**src/rtl/obstacle_avoid_drive_sequencer_core_macros.svh**
```systemverilog
`ifndef OBSTACLE_AVOID_DRIVE_SEQUENCER_CORE_MACROS_SVH
`define OBSTACLE_AVOID_DRIVE_SEQUENCER_CORE_MACROS_SVH

// same-cycle implication, clocked on clk, off during rst
`define OADS_ASSERT_NOW(lbl, ante, cons, msg) \
  lbl: assert property (@(posedge clk) disable iff (rst) (ante) |-> (cons)) \
    else $error(msg);

// next-cycle implication, clocked on clk, off during rst
`define OADS_ASSERT_NEXT(lbl, ante, cons, msg) \
  lbl: assert property (@(posedge clk) disable iff (rst) (ante) |=> (cons)) \
    else $error(msg);

`endif

```
**src/rtl/oads_pkg.sv**
```systemverilog
package oads_pkg;

  typedef struct packed {
    logic       kind;
    logic [7:0] dist_right_outer;
    logic [7:0] dist_right;
    logic [7:0] dist_centre;
    logic [7:0] dist_left;
    logic [7:0] dist_left_outer;
  } in_word_t;

  typedef struct packed {
    logic [3:0]        mode_code;
    logic signed [7:0] right_speed;
    logic signed [7:0] left_speed;
    logic              led_right;
    logic              led_blue;
    logic              led_white;
  } out_word_t;

  localparam logic KIND_TICK = 1'b0;
  localparam logic KIND_STEP = 1'b1;

  localparam logic [3:0] MODE_WAIT       = 4'd0;
  localparam logic [3:0] MODE_WAIT_HOLD  = 4'd1;
  localparam logic [3:0] MODE_FWD        = 4'd2;
  localparam logic [3:0] MODE_FWD_HOLD   = 4'd3;
  localparam logic [3:0] MODE_TL         = 4'd4;
  localparam logic [3:0] MODE_TL_HOLD    = 4'd5;
  localparam logic [3:0] MODE_TR         = 4'd6;
  localparam logic [3:0] MODE_TR_HOLD    = 4'd7;
  localparam logic [3:0] MODE_SL         = 4'd8;
  localparam logic [3:0] MODE_SL_HOLD    = 4'd9;
  localparam logic [3:0] MODE_SR         = 4'd10;
  localparam logic [3:0] MODE_SR_HOLD    = 4'd11;

  localparam logic [2:0] REG_WAIT_TICKS = 3'd0;
  localparam logic [2:0] REG_OUTER_THR  = 3'd1;
  localparam logic [2:0] REG_INNER_THR  = 3'd2;
  localparam logic [2:0] REG_CENTRE_THR = 3'd3;
  localparam logic [2:0] REG_LED_THR    = 3'd4;
  localparam logic [2:0] REG_FWD_SPEED  = 3'd5;
  localparam logic [2:0] REG_SPIN_SPEED = 3'd6;

  localparam logic [15:0] TICK_MAX = 16'hFFFF;

endpackage

```
**src/rtl/obstacle_avoid_drive_sequencer_core.sv**
```systemverilog
// Each accepted input word yields a registered result word in the next cycle.
// Throughput: one word per cycle; the state update and the result register
// load happen at the same edge; a result the sink holds back blocks input.
// Reset (rst, synchronous): mode, counter, setpoints and LED flags clear,
// registers return to their defaults, no result is pending.
`include "obstacle_avoid_drive_sequencer_core_macros.svh"

module obstacle_avoid_drive_sequencer_core (
  input  logic                clk,
  input  logic                rst,
  input  logic                in_valid,
  output logic                in_ready,
  input  oads_pkg::in_word_t  in_data,
  output logic                out_valid,
  input  logic                out_ready,
  output oads_pkg::out_word_t out_data,
  input  logic                cfg_we,
  input  logic [2:0]          cfg_index,
  input  logic [15:0]         cfg_data
);
  import oads_pkg::*;

  logic [15:0] wait_ticks;
  logic [7:0]  outer_threshold;
  logic [7:0]  inner_threshold;
  logic [7:0]  centre_threshold;
  logic [7:0]  led_threshold;
  logic [6:0]  forward_speed;
  logic [6:0]  spin_speed;

  logic [3:0]  mode, mode_next;
  logic [15:0] tick_count, tick_count_next;
  logic [7:0]  right_setpoint, right_setpoint_next;
  logic [7:0]  left_setpoint, left_setpoint_next;
  logic [2:0]  led_flags, led_flags_next;

  logic       accept;
  logic [3:0] choice;
  logic [7:0] fwd8, spin8, spin8_neg;

  assign in_ready = !out_valid || out_ready;
  assign accept   = in_valid && in_ready;

  assign fwd8      = {1'b0, forward_speed};
  assign spin8     = {1'b0, spin_speed};
  assign spin8_neg = 8'(~spin8 + 8'd1);

  always_comb begin
    if (in_data.dist_right_outer < outer_threshold && in_data.dist_right < inner_threshold &&
        in_data.dist_centre > centre_threshold && in_data.dist_left > inner_threshold &&
        in_data.dist_left_outer > outer_threshold) begin
      choice = MODE_TL;
    end else if (in_data.dist_right_outer > outer_threshold &&
                 in_data.dist_right > inner_threshold &&
                 in_data.dist_centre > centre_threshold &&
                 in_data.dist_left < inner_threshold &&
                 in_data.dist_left_outer < outer_threshold) begin
      choice = MODE_TR;
    end else if (in_data.dist_centre < centre_threshold) begin
      choice = MODE_SL;
    end else begin
      choice = MODE_FWD;
    end
  end

  always_comb begin
    mode_next           = mode;
    tick_count_next     = tick_count;
    right_setpoint_next = right_setpoint;
    left_setpoint_next  = left_setpoint;
    led_flags_next      = led_flags;
    if (in_data.kind == KIND_TICK) begin
      if (tick_count != TICK_MAX) begin
        tick_count_next = tick_count + 16'd1;
      end
    end else begin
      led_flags_next = {in_data.dist_left_outer < led_threshold,
                        in_data.dist_centre < led_threshold,
                        in_data.dist_right < led_threshold};
      case (mode)
        MODE_WAIT: begin
          // counter just cleared, so the exit test cannot pass here
          tick_count_next     = 16'd0;
          right_setpoint_next = 8'd0;
          left_setpoint_next  = 8'd0;
          mode_next           = MODE_WAIT_HOLD;
        end
        MODE_WAIT_HOLD: begin
          if (tick_count > wait_ticks) begin
            mode_next = MODE_FWD;
          end
        end
        MODE_FWD: begin
          right_setpoint_next = fwd8;
          left_setpoint_next  = fwd8;
          mode_next           = MODE_FWD_HOLD;
        end
        MODE_TL: begin
          right_setpoint_next = fwd8;
          left_setpoint_next  = 8'd0;
          mode_next           = MODE_TL_HOLD;
        end
        MODE_TR: begin
          right_setpoint_next = 8'd0;
          left_setpoint_next  = fwd8;
          mode_next           = MODE_TR_HOLD;
        end
        MODE_SL: begin
          right_setpoint_next = spin8;
          left_setpoint_next  = spin8_neg;
          mode_next           = MODE_SL_HOLD;
        end
        MODE_SR: begin
          right_setpoint_next = spin8_neg;
          left_setpoint_next  = spin8;
          mode_next           = MODE_SR_HOLD;
        end
        MODE_FWD_HOLD, MODE_TL_HOLD, MODE_TR_HOLD, MODE_SL_HOLD, MODE_SR_HOLD: begin
          if (choice != {mode[3:1], 1'b0}) begin
            mode_next = choice;
          end
        end
        default: begin
          mode_next = MODE_WAIT;
        end
      endcase
    end
  end

  always_ff @(posedge clk) begin
    if (rst) begin
      wait_ticks       <= 16'd1000;
      outer_threshold  <= 8'd30;
      inner_threshold  <= 8'd25;
      centre_threshold <= 8'd20;
      led_threshold    <= 8'd30;
      forward_speed    <= 7'd24;
      spin_speed       <= 7'd15;
    end else if (cfg_we) begin
      case (cfg_index)
        REG_WAIT_TICKS: wait_ticks       <= cfg_data;
        REG_OUTER_THR:  outer_threshold  <= cfg_data[7:0];
        REG_INNER_THR:  inner_threshold  <= cfg_data[7:0];
        REG_CENTRE_THR: centre_threshold <= cfg_data[7:0];
        REG_LED_THR:    led_threshold    <= cfg_data[7:0];
        REG_FWD_SPEED:  forward_speed    <= cfg_data[6:0];
        REG_SPIN_SPEED: spin_speed       <= cfg_data[6:0];
        default: ;
      endcase
    end
  end

  always_ff @(posedge clk) begin
    if (rst) begin
      mode           <= MODE_WAIT;
      tick_count     <= 16'd0;
      right_setpoint <= 8'd0;
      left_setpoint  <= 8'd0;
      led_flags      <= 3'd0;
      out_valid      <= 1'b0;
    end else begin
      if (accept) begin
        mode           <= mode_next;
        tick_count     <= tick_count_next;
        right_setpoint <= right_setpoint_next;
        left_setpoint  <= left_setpoint_next;
        led_flags      <= led_flags_next;
        out_valid      <= 1'b1;
      end else if (out_ready) begin
        out_valid <= 1'b0;
      end
    end
  end

  always_ff @(posedge clk) begin
    if (accept) begin
      out_data.mode_code   <= mode_next;
      out_data.right_speed <= right_setpoint_next;
      out_data.left_speed  <= left_setpoint_next;
      out_data.led_right   <= led_flags_next[0];
      out_data.led_blue    <= led_flags_next[1];
      out_data.led_white   <= led_flags_next[2];
    end
  end

  `OADS_ASSERT_NEXT(a_accept_gives_result, accept, out_valid, "accepted word gave no result")
  `OADS_ASSERT_NOW(a_mode_known, 1'b1, mode <= MODE_SR_HOLD, "mode left the known codes")
  `OADS_ASSERT_NOW(a_out_mode_matches, out_valid, out_data.mode_code == mode, "result mode stale")
  `OADS_ASSERT_NEXT(a_tick_keeps_mode, accept && in_data.kind == KIND_TICK, $stable(mode), "tick moved mode")
  `OADS_ASSERT_NEXT(a_wait_entry, accept && in_data.kind == KIND_STEP && mode == MODE_WAIT, tick_count == 16'd0 && mode == MODE_WAIT_HOLD, "wait entry wrong")

endmodule
```
**config.mk**
```make
export PLATFORM = sky130hd
export DESIGN_NAME = obstacle_avoid_drive_sequencer_core
export DESIGN_NICKNAME = d
export VERILOG_FILES = /design/src/rtl/oads_pkg.sv /design/src/rtl/obstacle_avoid_drive_sequencer_core.sv
export VERILOG_INCLUDE_DIRS = /design/src /design/src/rtl
export SDC_FILE = /design/constraint.sdc
export NUM_CORES = 1
export LEC_CHECK = 0
export BUFFER_PORTS_ARGS = -buffer_cell sky130_fd_sc_hd__buf_2
export CORE_MARGIN = 2
export CORE_UTILIZATION = 48
export CTS_CLUSTER_DIAMETER = 40
export DETAILED_ROUTE_END_ITERATION = 8
export PLACE_DENSITY = 0.75
export SETUP_SLACK_MARGIN = 0.05
export SLEW_MARGIN = 20
export SYNTH_ARGS = -nofsm -noshare
export SYNTH_HDL_FRONTEND = slang
export SYNTH_SLANG_ARGS = --single-unit
```
**constraint.sdc**
```tcl
create_clock -name clk -period 4 [get_ports clk]
set_input_delay 0 -clock clk [delete_from_list [all_inputs] [get_ports clk]]
set_output_delay 0 -clock clk [all_outputs]
set_load 0.05 [all_outputs]
```
==> impl_metrics.json <==
{
  "final_cell_mix": "nand2_1, dfxtp_1, a21oi_1",
  "synth_area_leaders": "dfxtp_1, ha_1, edfxtp_1",
  "clk_path_buf_depth": 2,
  "grtUsageTotal": 0.2258,
  "timing.rr.end": "out_data[20]$_DFFE_PP_",
  "hold_violations": 0,
  "start_util": 0.4921,
  "min_from": "in_data[40]",
  "maxSlewViolCount": 0,
  "reg2reg_from": "outer_threshold[1]$_SDFFE_PP1P_",
  "dp_hpwl_mm": 12.62,
  "post_cts_resized": 0,
  "ys_types": 53,
  "cpPeakStageDelay_ns": 0.47,
  "status": "complete, no violations",
  "firstDrtPassIters": 5,
  "yosys_warnings": 0,
  "rr_worst_depth": 10,
  "required_ns": 4.16,
  "yosysSeqAreaShare": 0.3821,
  "dieWidth_um": 126.1,
  "hp-class": "input pin to register",
  "worstMarginPinSlew_ns": 1.103,
  "core_area_mm2": 0.01453,
  "fin_util": 0.5831,
  "num_io_pins": 90,
  "drv_cap": 0,
  "cp-end-kind": "register",
  "vias": 6241,
  "critPathMaxFanout": 4,
  "synth_edf_count": 23,
  "syn_inst": 854,
  "yosysTopAreaCellShare": 0.2855,
  "drc": 0,
  "fin_cells": 1150,
  "cp_cell_sequence": "inv_1, ha_1, nor2b_1, o211ai_1, a21oi_1, a2111oi_2, nand4_1, a22oi_1, nand3b_1, mux2i_1",
  "rsz0062_at_grt": "false",
  "wl_per_cell_um": 15.15,
  "wl_met2_mm": 8.111,
  "period_share": 0.6361,
  "ys.flop_type": "dfxtp_1",
  "wl_met3_mm": 1.059,
  "hold_slack_ns": 0.1208,
  "areaGrowthSynthToFinish_pct": 18.49,
  "worstPathArrival_ns": 2.70,
  "power_uw": 3192,
  "cts.htree.levels": 4,
  "wl_met1_mm": 7.982,
  "ys_ff_latch": 125,
  "netlist_area_mm2": 0.007152,
  "setup_tns_ns": 0,
  "synth_top_cell_by_area": "dfxtp_1",
  "antenna_found_initial": 1,
  "crit_path_start_kind": "register",
  "worst-setup-path-type": "register to register",
  "avgSynthCellArea_um2": 8.375,
  "placementRows": 44,
  "die_area_mm2": 0.01589,
  "cts_tree": "done",
  "grt_max_degree": 58,
  "min_delay_path_depth": 2,
  "leakagePower_uw": 0.003579,
  "worstSkewPairLatency_ns": 0.42,
  "wl_mm": 17.42,
  "fin_skew_ns": 0.007513,
  "vdd_drop_max_mv": 0.2816,
  "detail-route-antenna-nets": 0,
  "finalCriticalPeriod_ns": 2.544,
  "cts_buffers": 17,
  "highest_layer": "met5",
  "cp_slowest_cell": "a2111oi_2",
  "layout-drive-gt1-share": 0.1409,
  "via_per_inst": 5.427,
  "synth_async_sr_flop_share": 0,
  "fillers": 1315,
  "setup_viol": 0,
  "drt_iter0_drc": 486,
  "globalRouteOverflowTotal": 0,
  "max_freq_mhz": 393.0,
  "gp_congestion": 0.8744,
  "grt_pass1_vias": 5888,
  "hold_end": "out_data[21]$_DFFE_PP_",
  "io_buffers": 89,
  "final_common_cell": "nand2_1",
  "p_per_area_mw_per_mm2": 376.7,
  "clock_sinks": 125,
  "path_clk_slew_ns": 0.06,
  "die_height_um": 126.1,
  "dpl.cell_count": 1099,
  "cts_root_buffer": "clkbuf_16",
  "grt_pass1_wl_mm": 28.97,
  "syn_nets": 998,
  "r2r_setup_slack_ns": 1.46,
  "relSlewSlack": 0.2645,
  "fin_nets": 1096
}
## critical path, delay by kind of cell, from the launching register on
kind	cells	cell delay (ns)
AOI/OAI and AO/OA	4	1.01
adders and majority gates	1	0.29
buffers and inverters	1	0.06
DFF	1	0.30
muxes	1	0.08
and+or+nand+nor	3	0.53
## where the power goes
group          total [uW]  leakage [uW]  switching, uW  internal [uW]
sequential           1340       0.00106           22.1           1320
clock                1470      0.000265            564            909
combinational         378       0.00226            239            139
## state kept, by name (all words and copies together), names as in the netlist, 7 cells and up
| register | count |
|---|---|
| wait_ticks | 16 |
| right_setpoint | 8 |
| outer_threshold | 8 |
| left_setpoint | 8 |
| out_data | 23 |
| led_threshold | 8 |
| centre_threshold | 8 |
| tick_count | 16 |
| inner_threshold | 8 |
| forward_speed | 7 |
| spin_speed | 7 |
## through the flow
step                      setup WS (ns)  area (um2)
final                             1.456        8474
after floorplan                   1.076        7152
after global placement            1.509        7732
after global routing              1.235        8472
after CTS                         1.459        8472
after detailed placement          1.477        7732
## timing repair
| item | 4_1_cts | 5_1_grt |
|---|---|---|
| setup endpoints to repair | 0 | 0 |
| endpoints found under the hold margin | 58 | 0 |
| hold buffers | 18 | 0 |
| buffers inserted | 0 | 0 |
## kinds of logic (layout without fill, tap and decap cells)
family / after synthesis / in the layout / synth area share
XOR/XNOR: 23 / 23 / 0.02817
other: 0 / 1 / 0
adder cells (fa/ha/maj): 79 / 79 / 0.1382
buffers and inverters: 92 / 203 / 0.04968
AND/OR/NAND/NOR: 329 / 329 / 0.2157
AO/OA/AOI/OAI: 192 / 192 / 0.1666
flip-flops: 125 / 125 / 0.3821
multiplexers: 14 / 14 / 0.01959
## how the worst max path moves through the flow
| stage | from | to |
|---|---|---|
| floorplan | out_valid$_SDFFE_PP0P_ | out_data[0]$_DFFE_PP_ |
| global placement | outer_threshold[1]$_SDFFE_PP1P_ | out_data[19]$_DFFE_PP_ |
| detailed placement | outer_threshold[1]$_SDFFE_PP1P_ | out_data[19]$_DFFE_PP_ |
| CTS | outer_threshold[1]$_SDFFE_PP1P_ | out_data[19]$_DFFE_PP_ |
| global route | mode[1]$_SDFFE_PP0P_ | left_setpoint[2]$_SDFFE_PP0P_ |
| finish | outer_threshold[1]$_SDFFE_PP1P_ | out_data[20]$_DFFE_PP_ |
## cell usage after synthesis, types with 13 or more instances
| library cell | n |
|---|---|
| a21o_1 | 16 |
| nor3_1 | 13 |
| a21oi_1 | 91 |
| mux2i_1 | 14 |
| nand2_1 | 162 |
| dfxtp_1 | 102 |
| inv_1 | 60 |
| nor2b_1 | 15 |
| nand3b_1 | 13 |
| a211o_1 | 17 |
| clkbuf_1 | 26 |
| xnor2_1 | 16 |
| nand4_1 | 14 |
| nor2_1 | 55 |
| ha_1 | 79 |
| o21ai_0 | 28 |
| edfxtp_1 | 23 |
## cell type report
cell class                      count  area, um2  share of cell area
Timing Repair Buffer              111      655.6             0.07737
Clock buffer                       20      436.7             0.05153
Inverter                           60      225.2             0.02658
Multi-Input combinational cell    637       4069              0.4801
Antenna cell                        1      2.502           0.0002953
Sequential cell                   125       2733              0.3225
Clock inverter                     12      122.6             0.01447
Tap cell                          184      230.2             0.02717
## layer usage
metal | up-vias | GRT usage
met4 | 2 | 0.06529
li1 | 3169 | -
met5 | - | 0
met2 | 171 | 0.3691
met3 | 27 | 0.04673
met1 | 2872 | 0.3032
Power figures use the tool's default switching activity.
